### src/rtl/stepper_trapezoid_ramp_macros.svh
// Assertion helpers used by the top-level RTL.
`ifndef STEPPER_TRAPEZOID_RAMP_MACROS_SVH
`define STEPPER_TRAPEZOID_RAMP_MACROS_SVH

// Same-cycle implication.
`define STP_ASSERT_NOW(lbl, clk, rstn, ante, cons) \
  lbl: assert property (@(posedge clk) disable iff (!(rstn)) (ante) |-> (cons)) \
    else $error("stepper ramp check failed");

// Next-cycle implication.
`define STP_ASSERT_NEXT(lbl, clk, rstn, ante, cons) \
  lbl: assert property (@(posedge clk) disable iff (!(rstn)) (ante) |=> (cons)) \
    else $error("stepper ramp check failed");

`endif

### src/rtl/stp_ramp_pkg.sv
package stp_ramp_pkg;

  localparam int unsigned ALPHA_FRAC = 29;
  localparam logic [31:0] ALPHA_TWO_PI = 32'd3373259426;
  localparam logic [31:0] USEC_PER_SEC = 32'd1000000;

  localparam logic [1:0] REG_ACCEL = 2'd0;
  localparam logic [1:0] REG_SPEED = 2'd1;
  localparam logic [1:0] REG_STEPS = 2'd2;

  typedef enum logic [1:0] {
    DIV_ALPHA,
    DIV_RAMP,
    DIV_DV,
    DIV_DLY
  } div_op_e;

  typedef enum logic [1:0] {
    MUL_AA,
    MUL_VSQ,
    MUL_DLY
  } mul_op_e;

  typedef struct packed {
    logic    capture;
    logic    exec;
    logic    div_start;
    div_op_e div_op;
    logic    mul_en;
    mul_op_e mul_op;
    logic    sel_now;
    logic    sqrt_start;
    logic    ld_alpha;
    logic    ld_ext;
    logic    ld_plan;
    logic    ld_dv;
    logic    ld_v0;
    logic    ld_dly;
    logic    out_load;
  } ctrl_cmd_t;

  typedef struct packed {
    logic is_cmd;
    logic steps_zero;
    logic extend;
    logic tick_more;
    logic div_done;
    logic div_busy;
    logic sqrt_done;
  } dp_sts_t;

endpackage

### src/rtl/stp_ramp_ctrl.sv
module stp_ramp_ctrl (
  input  logic                    clk_i,
  input  logic                    rst_ni,
  input  logic                    in_valid_i,
  input  logic                    out_free_i,
  input  stp_ramp_pkg::dp_sts_t   sts_i,
  output logic                    in_ready_o,
  output stp_ramp_pkg::ctrl_cmd_t cmd_o
);
  import stp_ramp_pkg::*;

  typedef enum logic [15:0] {
    ST_IDLE       = 16'h0001,
    ST_EXEC       = 16'h0002,
    ST_ALPHA_GO   = 16'h0004,
    ST_ALPHA_WAIT = 16'h0008,
    ST_MUL_AA     = 16'h0010,
    ST_MUL_VV     = 16'h0020,
    ST_RAMP_GO    = 16'h0040,
    ST_RAMP_WAIT  = 16'h0080,
    ST_DV_GO      = 16'h0100,
    ST_DV_WAIT    = 16'h0200,
    ST_SQRT_GO    = 16'h0400,
    ST_SQRT_WAIT  = 16'h0800,
    ST_MUL_DLY    = 16'h1000,
    ST_DLY_GO     = 16'h2000,
    ST_DLY_WAIT   = 16'h4000,
    ST_RESP       = 16'h8000
  } state_e;

  typedef enum logic [1:0] {
    MODE_DLY,
    MODE_EXT,
    MODE_PLAN
  } mode_e;

  state_e state_q, state_d;
  mode_e  mode_q, mode_d;

  always_comb begin
    state_d    = state_q;
    mode_d     = mode_q;
    cmd_o      = '0;
    in_ready_o = 1'b0;
    case (state_q)
      ST_IDLE: begin
        in_ready_o    = 1'b1;
        cmd_o.capture = in_valid_i;
        if (in_valid_i) state_d = ST_EXEC;
      end
      ST_EXEC: begin
        cmd_o.exec = 1'b1;
        if (sts_i.is_cmd) begin
          if (sts_i.steps_zero) begin
            state_d = ST_RESP;
          end else begin
            mode_d  = sts_i.extend ? MODE_EXT : MODE_PLAN;
            state_d = ST_ALPHA_GO;
          end
        end else if (sts_i.tick_more) begin
          mode_d  = MODE_DLY;
          state_d = ST_ALPHA_GO;
        end else begin
          state_d = ST_RESP;
        end
      end
      ST_ALPHA_GO: begin
        cmd_o.div_start = 1'b1;
        cmd_o.div_op    = DIV_ALPHA;
        state_d         = ST_ALPHA_WAIT;
      end
      ST_ALPHA_WAIT: begin
        cmd_o.div_op = DIV_ALPHA;
        if (sts_i.div_done) begin
          cmd_o.ld_alpha = 1'b1;
          state_d = (mode_q == MODE_DLY) ? ST_MUL_DLY : ST_MUL_AA;
        end
      end
      ST_MUL_AA: begin
        cmd_o.mul_en = 1'b1;
        cmd_o.mul_op = MUL_AA;
        state_d      = ST_MUL_VV;
      end
      ST_MUL_VV: begin
        cmd_o.mul_en  = 1'b1;
        cmd_o.mul_op  = MUL_VSQ;
        cmd_o.sel_now = (mode_q == MODE_EXT);
        state_d       = ST_RAMP_GO;
      end
      ST_RAMP_GO: begin
        cmd_o.div_start = 1'b1;
        cmd_o.div_op    = DIV_RAMP;
        state_d         = ST_RAMP_WAIT;
      end
      ST_RAMP_WAIT: begin
        cmd_o.div_op = DIV_RAMP;
        if (sts_i.div_done) begin
          if (mode_q == MODE_EXT) begin
            cmd_o.ld_ext = 1'b1;
            state_d      = ST_RESP;
          end else begin
            cmd_o.ld_plan = 1'b1;
            state_d       = ST_DV_GO;
          end
        end
      end
      ST_DV_GO: begin
        cmd_o.div_start = 1'b1;
        cmd_o.div_op    = DIV_DV;
        state_d         = ST_DV_WAIT;
      end
      ST_DV_WAIT: begin
        cmd_o.div_op = DIV_DV;
        if (sts_i.div_done) begin
          cmd_o.ld_dv = 1'b1;
          state_d     = ST_SQRT_GO;
        end
      end
      ST_SQRT_GO: begin
        cmd_o.sqrt_start = 1'b1;
        state_d          = ST_SQRT_WAIT;
      end
      ST_SQRT_WAIT: begin
        if (sts_i.sqrt_done) begin
          cmd_o.ld_v0 = 1'b1;
          state_d     = ST_MUL_DLY;
        end
      end
      ST_MUL_DLY: begin
        cmd_o.mul_en = 1'b1;
        cmd_o.mul_op = MUL_DLY;
        state_d      = ST_DLY_GO;
      end
      ST_DLY_GO: begin
        cmd_o.div_start = 1'b1;
        cmd_o.div_op    = DIV_DLY;
        state_d         = ST_DLY_WAIT;
      end
      ST_DLY_WAIT: begin
        cmd_o.div_op = DIV_DLY;
        if (sts_i.div_done) begin
          cmd_o.ld_dly = 1'b1;
          state_d      = ST_RESP;
        end
      end
      ST_RESP: begin
        if (out_free_i) begin
          cmd_o.out_load = 1'b1;
          state_d        = ST_IDLE;
        end
      end
      default: begin
        state_d = ST_IDLE;
      end
    endcase
  end

  always_ff @(posedge clk_i or negedge rst_ni) begin
    if (!rst_ni) begin
      state_q <= ST_IDLE;
      mode_q  <= MODE_DLY;
    end else begin
      state_q <= state_d;
      mode_q  <= mode_d;
    end
  end

endmodule

### config.mk
export PLATFORM = sky130hd
export DESIGN_NAME = stp_ramp_ctrl
export DESIGN_NICKNAME = d
export VERILOG_FILES = /design/src/rtl/stepper_trapezoid_ramp_macros.svh /design/src/rtl/stp_ramp_pkg.sv /design/src/rtl/stp_ramp_ctrl.sv
export SDC_FILE = /design/constraint.sdc
export NUM_CORES = 1
export LEC_CHECK = 0
export BUFFER_PORTS_ARGS = -buffer_cell sky130_fd_sc_hd__clkbuf_2
export CORE_MARGIN = 2
export CORE_UTILIZATION = 25
export DETAILED_ROUTE_END_ITERATION = 8
export MAX_ROUTING_LAYER = met4
export PLACE_DENSITY = 0.44
export SYNTH_ARGS = -nofsm -noshare
export SYNTH_HDL_FRONTEND = slang
export SYNTH_SLANG_ARGS = --single-unit
### constraint.sdc
create_clock -name clk_i -period 2.9 [get_ports clk_i]
set_input_delay 0.58 -clock clk_i [delete_from_list [all_inputs] [get_ports clk_i]]
set_output_delay 0.58 -clock clk_i [all_outputs]
set_load 0.1 [all_outputs]
==> summary.md <==
| Metric | Value |
|---|---|
| Die area | `0.00579 sq mm` |
| Max clock buf depth | `2` |
| Most frequent cells after synthesis | `23 x nor2_1, 17 x dfrtp_1, 9 x nand2_1` |
| Final nets | `between 150 and 200` |
| Placement Cell Area | `approximately 0.0017 sq mm` |
| Placer Congestion | `0.876` |
| Cell Rows | `26` |
| # setup viols final | `0` |
| Seq/Total Area, Yosys | `34.7%` |
| Worst slew margin | `49.4%` |
| CP max stage cell | `dfrtp_1` |
| Vias | `1252` |
| Critical Path Max Stage Delay | `470 ps` |
| Critical Path Start Type | `flip-flop` |
| Post-synth top area share | `32.7%` |
| Crit end category | `output pin` |
| Worst slew pin tran | `749 ps` |
| Final WL | `around 3.6 mm` |
| CTS sink cnt | `18` |
| Setup slack after layout | `154 ps` |
| Yosys warning total | `0` |
| Skew final | `8.34 ps` |
| CP arrival | `between 2000 and 2500 ps` |
| P&R area growth vs syn | `38.8%` |
| Worst path cell trace | `nor4_4 -> buf_4 -> nand3_2 -> nor4b_4 -> buf_4` |
| Primary FF master, synth | `dfrtp_1` |
| Final Max Tran Viols | `0` |
| Wire length per cell | `roughly 15 um` |
| Power Density | `roughly 650 mW/mm^2` |
| Die Span X | `between 70 and 80 um` |
| Post-route setup TNS | `0 ps` |
| Worst R2R Setup Slack | `650 ps` |
| Leading cell type by number of instances after synthesis | `nor2_1` |
| Final Non-Filler Cells | `249` |
| Required time of the critical path | `approximately 2300 ps` |
| Ys async rst share | `100%` |
| Yosys cell types | `45` |
| Dominant cell type by area after synthesis | `dfrtp_1` |
| Antenna viol nets, final | `0` |
| # diodes | `0` |
| Syn avg cell area | `between 8 and 9 sq um` |
| Kind of critical path | `reg2out` |
| Synth area leaders | `dfrtp_1 33%, nor2_1 6.6%, xor2_1 4.0%` |
| Vias in the first global route | `roughly 1300` |
| Initial antenna violation count | `0` |
| Hold Violations, Final | `0` |
| Cells after Synth | `148` |
| Critical R2R Capture | `mode_q[1]` |
| Cts hold-fix bufs | `0` |
| Status | `finished, final reports clean` |
| Aggregate global routing overflow | `0` |
| Drt via density | `5.03` |
| Final Total Pwr | `about 1.2 mW` |
| Post-synthesis register bit count | `18` |
| Port buffer count | `27` |
| Fin crit period | `around 2700 ps` |
| Pre-CTS setup slack | `around 300 ps` |
| Number of cells on the worst reg-to-reg path | `6` |
| I/O Pins | `29` |
| Number of max-cap violations | `0` |
| CTS H-tree depth | `1` |
| # DRC | `0` |
| TritonCTS clock tree | `built` |
| Most used cell, CP | `buf_4` |
| Max VDD drop | `0.284 mV` |
| Total track usage | `13.2%` |
| Final instance area | `roughly 0.0018 sq mm` |
| Drt first pass iters | `4` |
| Leak Pwr | `between 0.8 and 0.9 nW` |
| Core Box Area | `0.00507 sq mm` |
| Drt initial violations | `96` |
| Post-synth net total | `159` |
| Max Clock Freq | `about 360 MHz` |
| CTS Root Cell | `clkbuf_8` |
| Post-synth EDFFs | `0` |
| Tcrit/Tclk final | `94.7%` |
| TritonCTS Buffers | `3` |
| Share of cells above drive strength 1 | `between 30% and 40%` |
| First-pass GRT wire length | `6.13 mm` |
| Clock insertion delay at the later pin of the skew report | `250 ps` |
| Synthesized area | `0.00130 sq mm` |
| Dpl cells | `around 240` |
| Clock slew at reported path FFs | `80 ps` |
| Post-DP HPWL | `2.81 mm` |
| Die height | `76.1 um` |
| Largest net degree at the start of global routing | `19` |
| CP Max Fanout | `7` |
| Hold WC Path Type | `in2async` |
| Initial cell density of the core | `25.6%` |
| Critical R2R Launch | `state_q[12]` |
## cell type report
class / instances / area, sq um
fillers: 553 / 3270
multi-input cells: 118 / 870
flip-flops and latches: 18 / 452
repair buffers: 33 / 318
well taps: 70 / 87.6
clock buffers: 4 / 55.1
inverters: 6 / 22.5
## sequential cells by signal, summed over array words and instances, names as in the netlist
name / flops
mode_q: 2
state_q: 16
## how the worst max path moves through the flow
| stage | startpoint | to | slack (ps) | depth (start not counted) |
|---|---|---|---|---|
| floorplan | state_q[2] | cmd_o[8] | -420 | 4 |
| global placement | state_q[8] | cmd_o[5] | 330 | 6 |
| detailed placement | state_q[8] | cmd_o[5] | 300 | 6 |
| CTS | state_q[8] | cmd_o[5] | 20 | 6 |
| global route | state_q[12] | cmd_o[5] | -5 | 6 |
| finish | state_q[1] | cmd_o[11] | 150 | 5 |
## worst max-delay path, delay by kind of cell (launching register included)
kind          cells  cell delay [ps]
simple gates      3              900
flops             1              470
buf+inv           2              530
## report_power, final
part	total [mW]	internal (mW)	leakage, nW	switching [mW]
clock	0.208	0.121	0.0288	0.0870
sequential	0.347	0.288	0.244	0.0596
combinational	0.619	0.219	0.544	0.400
total	1.17	0.627	0.817	0.547
## metal layers
layer  wire (um)  vias up  track usage [%]
li1            -      605                -
met1        1660      618             16.7
met2        1780       25             21.8
met3         129        4             2.01
met4          36        0             4.18
met5           0        -                -
## through the flow
step           hold WS (ps)  utilization [%]
3_3_place_gp            570             33.9
3_5_place_dp            571             33.9
4_1_cts                 289             35.0
5_1_grt                 308             35.6
2_1_floorplan           284                -
6_report                278             35.6
## repair_timing
| item | in CTS | in global routing |
|---|---|---|
| endpoints found under the setup margin | 0 | 6 |
| gates resized for setup | 0 | 3 |
| setup buffers | 0 | 2 |
## logic make-up after synthesis
group                     count (synthesis)  synth area share (%)
buffers and inverters                    12                  5.00
AOI/OAI and AO/OA                        19                  8.95
and+or+nand+nor                          88                  43.4
muxes                                     4                  3.18
DFF                                      18                  34.7
xor gates and xnor gates                  7                  4.72
## cell usage in the layout, fill, tap and decap left out, types with 3 or more instances in the layout
cell type | Yosys | layout
nand4_1 | 7 | 7
nor2_2 | 0 | 5
buf_4 | 1 | 13
nor3b_1 | 4 | 3
o21ai_0 | 8 | 7
nor2_1 | 23 | 18
nor2b_1 | 3 | 3
buf_12 | 0 | 8
mux2i_1 | 3 | 3
inv_1 | 6 | 6
clkbuf_8 | 0 | 4
dfrtp_1 | 17 | 17
xor2_1 | 6 | 6
and4b_1 | 4 | 4
clkbuf_2 | 0 | 12
nor4b_1 | 3 | 3
nor4_4 | 2 | 4
nand2_1 | 9 | 9
nand2b_1 | 3 | 3
nor3_1 | 5 | 4
Power figures use the tool's default switching activity.
