===== src/rtl/stepper_trapezoid_ramp_macros.svh =====
// Assertion helpers used by the top-level RTL.
`ifndef STEPPER_TRAPEZOID_RAMP_MACROS_SVH
`define STEPPER_TRAPEZOID_RAMP_MACROS_SVH

// Same-cycle implication.
`define STP_ASSERT_NOW(lbl, clk, rstn, ante, cons) \
  lbl: assert property (@(posedge clk) disable iff (!(rstn)) (ante) |-> (cons)) \
    else $error("stepper ramp check failed");

// Next-cycle implication.
`define STP_ASSERT_NEXT(lbl, clk, rstn, ante, cons) \
  lbl: assert property (@(posedge clk) disable iff (!(rstn)) (ante) |=> (cons)) \
    else $error("stepper ramp check failed");

`endif


===== src/rtl/stp_ramp_pkg.sv =====
package stp_ramp_pkg;

  localparam int unsigned ALPHA_FRAC = 29;
  localparam logic [31:0] ALPHA_TWO_PI = 32'd3373259426;
  localparam logic [31:0] USEC_PER_SEC = 32'd1000000;

  localparam logic [1:0] REG_ACCEL = 2'd0;
  localparam logic [1:0] REG_SPEED = 2'd1;
  localparam logic [1:0] REG_STEPS = 2'd2;

  typedef enum logic [1:0] {
    DIV_ALPHA,
    DIV_RAMP,
    DIV_DV,
    DIV_DLY
  } div_op_e;

  typedef enum logic [1:0] {
    MUL_AA,
    MUL_VSQ,
    MUL_DLY
  } mul_op_e;

  typedef struct packed {
    logic    capture;
    logic    exec;
    logic    div_start;
    div_op_e div_op;
    logic    mul_en;
    mul_op_e mul_op;
    logic    sel_now;
    logic    sqrt_start;
    logic    ld_alpha;
    logic    ld_ext;
    logic    ld_plan;
    logic    ld_dv;
    logic    ld_v0;
    logic    ld_dly;
    logic    out_load;
  } ctrl_cmd_t;

  typedef struct packed {
    logic is_cmd;
    logic steps_zero;
    logic extend;
    logic tick_more;
    logic div_done;
    logic div_busy;
    logic sqrt_done;
  } dp_sts_t;

endpackage


===== src/rtl/stp_ramp_div.sv =====
module stp_ramp_div #(
  parameter int NUM_W = 76,
  parameter int DEN_W = 64
) (
  input  logic             clk_i,
  input  logic             rst_ni,
  input  logic             start_i,
  input  logic [NUM_W-1:0] num_i,
  input  logic [DEN_W-1:0] den_i,
  output logic             busy_o,
  output logic             done_o,
  output logic [NUM_W-1:0] quot_o
);
  localparam int CNT_W = $clog2(NUM_W);

  logic             busy_q, done_q;
  logic [CNT_W-1:0] cnt_q;
  logic [DEN_W-1:0] rem_q, den_q;
  logic [NUM_W-1:0] nq_q;
  logic [DEN_W:0]   rem_sh, diff;
  logic             ge;

  always_comb begin
    rem_sh = {rem_q, nq_q[NUM_W-1]};
    diff   = rem_sh - {1'b0, den_q};
    ge     = rem_sh >= {1'b0, den_q};
  end

  always_ff @(posedge clk_i or negedge rst_ni) begin
    if (!rst_ni) begin
      busy_q <= 1'b0;
      done_q <= 1'b0;
      cnt_q  <= '0;
    end else begin
      done_q <= 1'b0;
      if (start_i) begin
        busy_q <= 1'b1;
        cnt_q  <= CNT_W'(NUM_W - 1);
      end else if (busy_q) begin
        cnt_q <= cnt_q - 1'b1;
        if (cnt_q == '0) begin
          busy_q <= 1'b0;
          done_q <= 1'b1;
        end
      end
    end
  end

  always_ff @(posedge clk_i) begin
    if (start_i) begin
      nq_q  <= num_i;
      den_q <= den_i;
      rem_q <= '0;
    end else if (busy_q) begin
      rem_q <= ge ? diff[DEN_W-1:0] : rem_sh[DEN_W-1:0];
      nq_q  <= {nq_q[NUM_W-2:0], ge};
    end
  end

  assign busy_o = busy_q;
  assign done_o = done_q;
  assign quot_o = nq_q;

endmodule


===== src/rtl/stp_ramp_sqrt.sv =====
module stp_ramp_sqrt (
  input  logic        clk_i,
  input  logic        rst_ni,
  input  logic        start_i,
  input  logic [63:0] rad_i,
  output logic        done_o,
  output logic [31:0] root_o
);
  logic        busy_q, done_q;
  logic [4:0]  cnt_q;
  logic [63:0] x_q;
  logic [32:0] rem_q;
  logic [31:0] root_q;
  logic [33:0] rem_sh, trial, diff;
  logic        ge;

  always_comb begin
    rem_sh = {rem_q[31:0], x_q[63:62]};
    trial  = {root_q, 2'b01};
    diff   = rem_sh - trial;
    ge     = rem_sh >= trial;
  end

  always_ff @(posedge clk_i or negedge rst_ni) begin
    if (!rst_ni) begin
      busy_q <= 1'b0;
      done_q <= 1'b0;
      cnt_q  <= '0;
    end else begin
      done_q <= 1'b0;
      if (start_i) begin
        busy_q <= 1'b1;
        cnt_q  <= '1;
      end else if (busy_q) begin
        cnt_q <= cnt_q - 1'b1;
        if (cnt_q == '0) begin
          busy_q <= 1'b0;
          done_q <= 1'b1;
        end
      end
    end
  end

  always_ff @(posedge clk_i) begin
    if (start_i) begin
      x_q    <= rad_i;
      rem_q  <= '0;
      root_q <= '0;
    end else if (busy_q) begin
      x_q    <= {x_q[61:0], 2'b00};
      rem_q  <= ge ? diff[32:0] : rem_sh[32:0];
      root_q <= {root_q[30:0], ge};
    end
  end

  assign done_o = done_q;
  assign root_o = root_q;

endmodule


===== src/rtl/stp_ramp_dp.sv =====
module stp_ramp_dp #(
  parameter int STEP_BITS       = 24,
  parameter int SPEED_FRAC_BITS = 16
) (
  input  logic                   clk_i,
  input  logic                   rst_ni,
  input  stp_ramp_pkg::ctrl_cmd_t cmd_i,
  output stp_ramp_pkg::dp_sts_t   sts_o,
  input  logic                   in_cmd_i,
  input  logic                   in_dir_i,
  input  logic [23:0]            in_steps_i,
  input  logic [31:0]            in_speed_i,
  input  logic [31:0]            accel_limit_i,
  input  logic [31:0]            speed_limit_i,
  input  logic [15:0]            steps_per_turn_i,
  output logic [3:0]             result_o
);
  import stp_ramp_pkg::*;

  localparam int RAMP_SH = 28 - SPEED_FRAC_BITS;
  localparam int DEN_SH  = ALPHA_FRAC - SPEED_FRAC_BITS;
  localparam int NUM_W   = 64 + RAMP_SH;
  localparam int DEN_W   = 64;
  localparam logic [31:0] ONE_Q   = 32'(64'd1 << SPEED_FRAC_BITS);
  localparam logic [31:0] TENTH_Q = 32'(((64'd1 << SPEED_FRAC_BITS) + 64'd5) / 64'd10);
  localparam logic [STEP_BITS-1:0] STEP_MAX = '1;

  logic                 in_cmd_q, in_dir_q;
  logic [23:0]          in_steps_q;
  logic [31:0]          in_speed_q;

  logic                 moving_q, dir_q, pulse_q;
  logic [STEP_BITS-1:0] total_q, idx_q, accel_q, decel_q;
  logic [31:0]          inc_q, now_q, goal_q, delay_q, elapsed_q;
  logic [31:0]          alpha_q;
  logic [63:0]          aa_q, prod_q;

  logic [31:0]          steps_w, target, a_eff, mul_a, mul_b, d_half, v_dly;
  logic [15:0]          n_eff;
  logic [STEP_BITS-1:0] steps_c, half, accel_new, tot_new, decel_ext, idx1;
  logic [STEP_BITS:0]   tot_sum;
  logic [63:0]          product;
  logic [NUM_W-1:0]     div_num, quot;
  logic [DEN_W-1:0]     div_den;
  logic [31:0]          quot_sat, root, v0, el1, up_v, down_v;
  logic [32:0]          up_sum;
  logic                 div_start, div_busy, div_done, sqrt_done, hit, fin;

  always_comb begin
    steps_w  = 32'(in_steps_q);
    steps_c  = STEP_BITS'((steps_w > 32'(STEP_MAX)) ? 32'(STEP_MAX) : steps_w);
    half     = steps_c >> 1;
    target   = (in_speed_q != '0) ? in_speed_q : speed_limit_i;
    a_eff    = (accel_limit_i != '0) ? accel_limit_i : 32'd1;
    n_eff    = (steps_per_turn_i != '0) ? steps_per_turn_i : 16'd1;
    d_half   = ((goal_q >> 1) < ONE_Q) ? ONE_Q : (goal_q >> 1);
    v_dly    = (now_q < TENTH_Q) ? TENTH_Q : now_q;

    case (cmd_i.mul_op)
      MUL_AA:  begin mul_a = a_eff; mul_b = alpha_q; end
      MUL_VSQ: begin
        mul_a = cmd_i.sel_now ? now_q : target;
        mul_b = mul_a;
      end
      MUL_DLY: begin mul_a = alpha_q; mul_b = USEC_PER_SEC; end
      default: begin mul_a = alpha_q; mul_b = USEC_PER_SEC; end
    endcase
    product = 64'(mul_a) * 64'(mul_b);

    case (cmd_i.div_op)
      DIV_ALPHA: begin div_num = NUM_W'(ALPHA_TWO_PI); div_den = DEN_W'(n_eff); end
      DIV_RAMP:  begin div_num = NUM_W'(prod_q) << RAMP_SH; div_den = aa_q; end
      DIV_DV:    begin div_num = NUM_W'(aa_q); div_den = DEN_W'(d_half) << DEN_SH; end
      DIV_DLY:   begin div_num = NUM_W'(prod_q); div_den = DEN_W'(v_dly) << DEN_SH; end
      default:   begin div_num = NUM_W'(prod_q); div_den = DEN_W'(v_dly) << DEN_SH; end
    endcase

    quot_sat  = (|quot[NUM_W-1:32]) ? '1 : quot[31:0];
    accel_new = (quot > NUM_W'(half)) ? half : quot[STEP_BITS-1:0];
    tot_sum   = {1'b0, total_q} + {1'b0, steps_c};
    tot_new   = tot_sum[STEP_BITS] ? STEP_MAX : tot_sum[STEP_BITS-1:0];
    decel_ext = (quot >= NUM_W'(tot_new)) ? '0 : tot_new - quot[STEP_BITS-1:0];
    v0        = (root < ONE_Q) ? ONE_Q : root;

    el1    = (&elapsed_q) ? elapsed_q : elapsed_q + 32'd1;
    hit    = moving_q && (el1 >= delay_q);
    idx1   = (&idx_q) ? idx_q : idx_q + 1'b1;
    fin    = idx1 >= total_q;
    up_sum = {1'b0, now_q} + {1'b0, inc_q};
    up_v   = (up_sum > {1'b0, goal_q}) ? goal_q : up_sum[31:0];
    down_v = (inc_q >= now_q) ? ONE_Q : now_q - inc_q;
    if (down_v < ONE_Q) down_v = ONE_Q;
  end

  assign div_start = cmd_i.div_start;

  stp_ramp_div #(.NUM_W(NUM_W), .DEN_W(DEN_W)) u_div (
    .clk_i  (clk_i),
    .rst_ni (rst_ni),
    .start_i(div_start),
    .num_i  (div_num),
    .den_i  (div_den),
    .busy_o (div_busy),
    .done_o (div_done),
    .quot_o (quot)
  );

  stp_ramp_sqrt u_sqrt (
    .clk_i  (clk_i),
    .rst_ni (rst_ni),
    .start_i(cmd_i.sqrt_start),
    .rad_i  (aa_q >> RAMP_SH),
    .done_o (sqrt_done),
    .root_o (root)
  );

  always_ff @(posedge clk_i) begin
    if (cmd_i.capture) begin
      in_cmd_q   <= in_cmd_i;
      in_dir_q   <= in_dir_i;
      in_steps_q <= in_steps_i;
      in_speed_q <= in_speed_i;
    end
    if (cmd_i.ld_alpha) alpha_q <= quot[31:0];
    if (cmd_i.mul_en) begin
      if (cmd_i.mul_op == MUL_AA) aa_q <= product;
      else prod_q <= product;
    end
  end

  always_ff @(posedge clk_i or negedge rst_ni) begin
    if (!rst_ni) begin
      moving_q  <= 1'b0;
      dir_q     <= 1'b0;
      pulse_q   <= 1'b0;
      total_q   <= '0;
      idx_q     <= '0;
      accel_q   <= '0;
      decel_q   <= '0;
      inc_q     <= '0;
      now_q     <= '0;
      goal_q    <= '0;
      delay_q   <= '0;
      elapsed_q <= '0;
    end else begin
      if (cmd_i.exec) begin
        pulse_q <= !in_cmd_q && hit;
        if (!in_cmd_q && moving_q) begin
          if (!hit) begin
            elapsed_q <= el1;
          end else begin
            elapsed_q <= el1 - delay_q;
            idx_q     <= idx1;
            if (fin) begin
              moving_q <= 1'b0;
            end else if (idx1 < accel_q) begin
              now_q <= up_v;
            end else if (idx1 > decel_q) begin
              now_q <= down_v;
            end
          end
        end
      end
      if (cmd_i.ld_ext) begin
        total_q <= tot_new;
        decel_q <= decel_ext;
      end
      if (cmd_i.ld_plan) begin
        accel_q   <= accel_new;
        decel_q   <= steps_c - accel_new;
        total_q   <= steps_c;
        idx_q     <= '0;
        goal_q    <= target;
        dir_q     <= in_dir_q;
        elapsed_q <= '0;
        moving_q  <= 1'b1;
      end
      if (cmd_i.ld_dv)  inc_q   <= quot_sat;
      if (cmd_i.ld_v0)  now_q   <= v0;
      if (cmd_i.ld_dly) delay_q <= quot_sat;
    end
  end

  always_comb begin
    sts_o.is_cmd     = in_cmd_q;
    sts_o.steps_zero = (in_steps_q == '0);
    sts_o.extend     = moving_q && (in_dir_q == dir_q);
    sts_o.tick_more  = hit && !fin;
    sts_o.div_done   = div_done;
    sts_o.div_busy   = div_busy;
    sts_o.sqrt_done  = sqrt_done;
  end

  assign result_o = {moving_q, !moving_q, dir_q, pulse_q};

endmodule


===== config.mk =====
export PLATFORM = sky130hd
export DESIGN_NAME = stp_ramp_dp
export DESIGN_NICKNAME = d
export VERILOG_FILES = /design/src/rtl/stepper_trapezoid_ramp_macros.svh /design/src/rtl/stp_ramp_pkg.sv /design/src/rtl/stp_ramp_div.sv /design/src/rtl/stp_ramp_sqrt.sv /design/src/rtl/stp_ramp_dp.sv
export SDC_FILE = /design/constraint.sdc
export NUM_CORES = 2
export LEC_CHECK = 0
export ABC_AREA = 0
export BUFFER_PORTS_ARGS = -buffer_cell sky130_fd_sc_hd__clkbuf_2
export CORE_ASPECT_RATIO = 0.75
export CORE_UTILIZATION = 35
export CTS_BUF_LIST = sky130_fd_sc_hd__clkbuf_2
export CTS_CLUSTER_DIAMETER = 50
export CTS_CLUSTER_SIZE = 24
export DETAILED_ROUTE_END_ITERATION = 8
export PLACE_DENSITY = 0.5
export RECOVER_POWER = 50
export SYNTH_ARGS = -nofsm -noshare
export SYNTH_HDL_FRONTEND = slang
export SYNTH_HIERARCHICAL = 1
export SYNTH_SLANG_ARGS = --single-unit

===== constraint.sdc =====
create_clock -name clk_i -period 23.6 [get_ports clk_i]
set_clock_uncertainty 0.1 [all_clocks]
set_input_delay 4.72 -clock clk_i [delete_from_list [all_inputs] [get_ports clk_i]]
set_output_delay 4.72 -clock clk_i [all_outputs]
set_load 0.03 [all_outputs]

==> impl_metrics.tcl <==
set metrics [dict create \
    finalSetupViolations 0 \
    grt_pass1_wl_mm 493 \
    drt_pass1_iterations 6 \
    mostFrequentLayoutCells "1,350 x inv_1, 1,347 x nor2_1, 903 x fa_1" \
    rsz0062_at_grt "false" \
    synth-compound-area-share_pct 14.3 \
    track_usage_pct 26.2 \
    synth.mux.area_fraction_pct 3.89 \
    ant_nets 0 \
    mappedNetlistArea_um2 88500 \
    hold_class "reg -> reg" \
    drv_slew 1224 \
    fin_util_pct 37.6 \
    layout_min_cycle_time_ns 17.42 \
    die_x_um 583 \
    die_y_um 437 \
    tritoncts_num_sinks 825 \
    required_ns 24.60 \
    cts_max_path_buffers 3 \
    routed-via-count 72943 \
    drive_above_1_share_pct 8.03 \
    io_pins 168 \
    top_usage_layer "met1" \
    drt-total-wl_mm 338 \
    coreArea_um2 251000 \
    drt-vias-per-instance 5.49 \
    postCtsHoldBufs 0 \
    relSlewSlack_pct -347 \
    crit_path_start_kind "input port" \
    setup-tns-final_ns 0 \
    io_buffers 166 \
    synth_seq_cells 825 \
    crit_path_frequent_cell "fa_1" \
    nNetsFinal 11565 \
    grtUsageMet1_pct 40.3 \
    violations "max-capacitance violations, max-slew violations" \
    status "finished, violations left" \
    clkSlewWorstSetupHoldPaths_ns 0.30 \
    overflow 0 \
    clock-root-buffer "clkbuf_2" \
    syn_inst 9903 \
    crit_arrival_ns 18.42 \
    final_common_cell "inv_1" \
    critPathCaptureType "flop" \
    synth_top_family_by_area "adder cells" \
    grt_start_max_net_pins 103 \
    ys.flop_type "edfxtp_1" \
    path_class "in -> reg" \
    start_util_pct 35.3 \
    gp_congestion 0.974 \
    ctsResizeCount 0 \
    max_cap_violations 22 \
    row_count 159 \
    postCtsSetupBuffers 0 \
    synth_edf_count 422 \
    avgSynthCellArea_um2 8.94 \
    cp_max_fo 45 \
    cts_buffers 84 \
    ctsHtreeMaxLevel 3 \
    dp_worst_setup_slack_ns 6.50 \
    antenna_found_initial 36 \
    cpMaxStageDelayCell "clkbuf_1" \
    drc 0 \
    tightest_slew_ns 6.70 \
    place_hpwl_mm 268 \
    async_flop_share_pct 33.3 \
    timing.final.crit_share_pct 73.8 \
    synthAdderAreaFrac_pct 30.1 \
    cts_tree "done" \
    synth-simple-area-share_pct 15.0 \
    area_growth_pct 6.54 \
    finalWorstSetupSlack_ns 6.18 \
    post_synth_xor_area_fraction_pct 3.52 \
    ys_types 140 \
    max_stage_delay_ns 2.06 \
    first_global_vias 70805 \
    clk_latency_ns 1.49 \
    synth_warnings 6 \
    wire_per_inst_um 25.4 \
    fmax_ghz 0.0574 \
    finalHoldViolations 0 \
    met2_usage_pct 36.3 \
    first_iter_violations 7388 \
    ys_seq_area_share_pct 25.0 \
    die-area_um2 255000 \
    grtUsageMet3_pct 5.92 \
]
per-stage QoR:
| step | cell area [um2] | hold slack [ns] | instances |
|---|---|---|---|
| 2_1_floorplan | 88500 | 0.345 | 9914 |
| 3_3_place_gp | 93100 | 0.366 | 13117 |
| 3_5_place_dp | 93100 | 0.367 | 13117 |
| 4_1_cts | 94400 | 0.370 | 13275 |
| 5_1_grt | 94300 | 0.352 | 13277 |
| 6_report | 94300 | 0.366 | 13287 |
critical path, delay by kind of cell:
kind	cells	cell delay [ns]
compound gates	9	4.17
xor+xnor	1	0.91
fa+ha+maj	9	4.52
buf+inv	7	3.22
simple gates	4	0.79
synth_stat cells (all sizes together) (128+ instances only):
library cell  instances  area (um2)
dfxtp               128        2560
xor2                133        1160
edfxtp              422       12700
a21oi               688        3510
nor2               1353        5090
o21ai               331        1680
inv                1355        5090
ha                  683        8550
mux2i               171        1710
xnor2               223        1950
dfrtp               275        6880
clkbuf              400        1510
mux2                153        1730
a21o                206        1550
fa                  903       18100
nand2               871        3280
per-layer routing:
| metal | vias to the layer above | wire (um) |
|---|---|---|
| li1 | 32885 | - |
| met1 | 36893 | 164000 |
| met2 | 2741 | 134000 |
| met3 | 414 | 30200 |
| met4 | 10 | 9980 |
| met5 | - | 89 |
final cells by class:
| type | count | area (um2) |
|---|---|---|
| antenna | 12 | 30.0 |
| clock buffer | 86 | 430 |
| clock inverter | 72 | 952 |
| fill | 25636 | 157000 |
| inverter | 1359 | 5100 |
| multi-input combinational | 7216 | 59400 |
| sequential | 825 | 22100 |
| tap | 3381 | 4230 |
| timing repair buffer | 336 | 1970 |
logic make-up (layout without fill, tap and decap cells):
logic type / Yosys count / after routing
flip-flops: 825 / 825
AO/OA/AOI/OAI: 1936 / 1936
buffers and inverters: 1873 / 1853
adder cells (fa/ha/maj): 1586 / 1586
XOR/XNOR: 356 / 356
AND/OR/NAND/NOR: 3002 / 3002
multiplexers: 324 / 324
other: 1 / 24
state kept, by name, indices dropped and copies added (netlist names), 32 cells and up:
signal         flops
inc_q             32
goal_q            32
u_sqrt/rem_q      32
u_sqrt/root_o     32
u_div/den_q       64
alpha_q           32
u_sqrt/x_q        64
u_div/quot_o      76
prod_q            64
elapsed_q         32
delay_q           32
u_div/rem_q       64
aa_q              64
in_speed_q        32
now_q             32
final timing paths:
check	from	endpoint	slack, ns	cells past startpoint
worst min-delay path	u_div/rem_q[29]	u_div/rem_q[30]	0.37	2
worst max register to register	in_speed_q[30]	aa_q[60]	9.35	39
max in group asynchronous	rst_ni	elapsed_q[23]	11.86	4
worst min register to register	u_div/rem_q[29]	u_div/rem_q[30]	0.37	2
worst max-delay path	cmd_i[10]	aa_q[60]	6.18	30
min in group asynchronous	rst_ni	now_q[16]	3.97	1
Power is left out: the tool's default activity adds up to more than one toggle a clock period on the data nets, which glitch-free logic cannot reach.
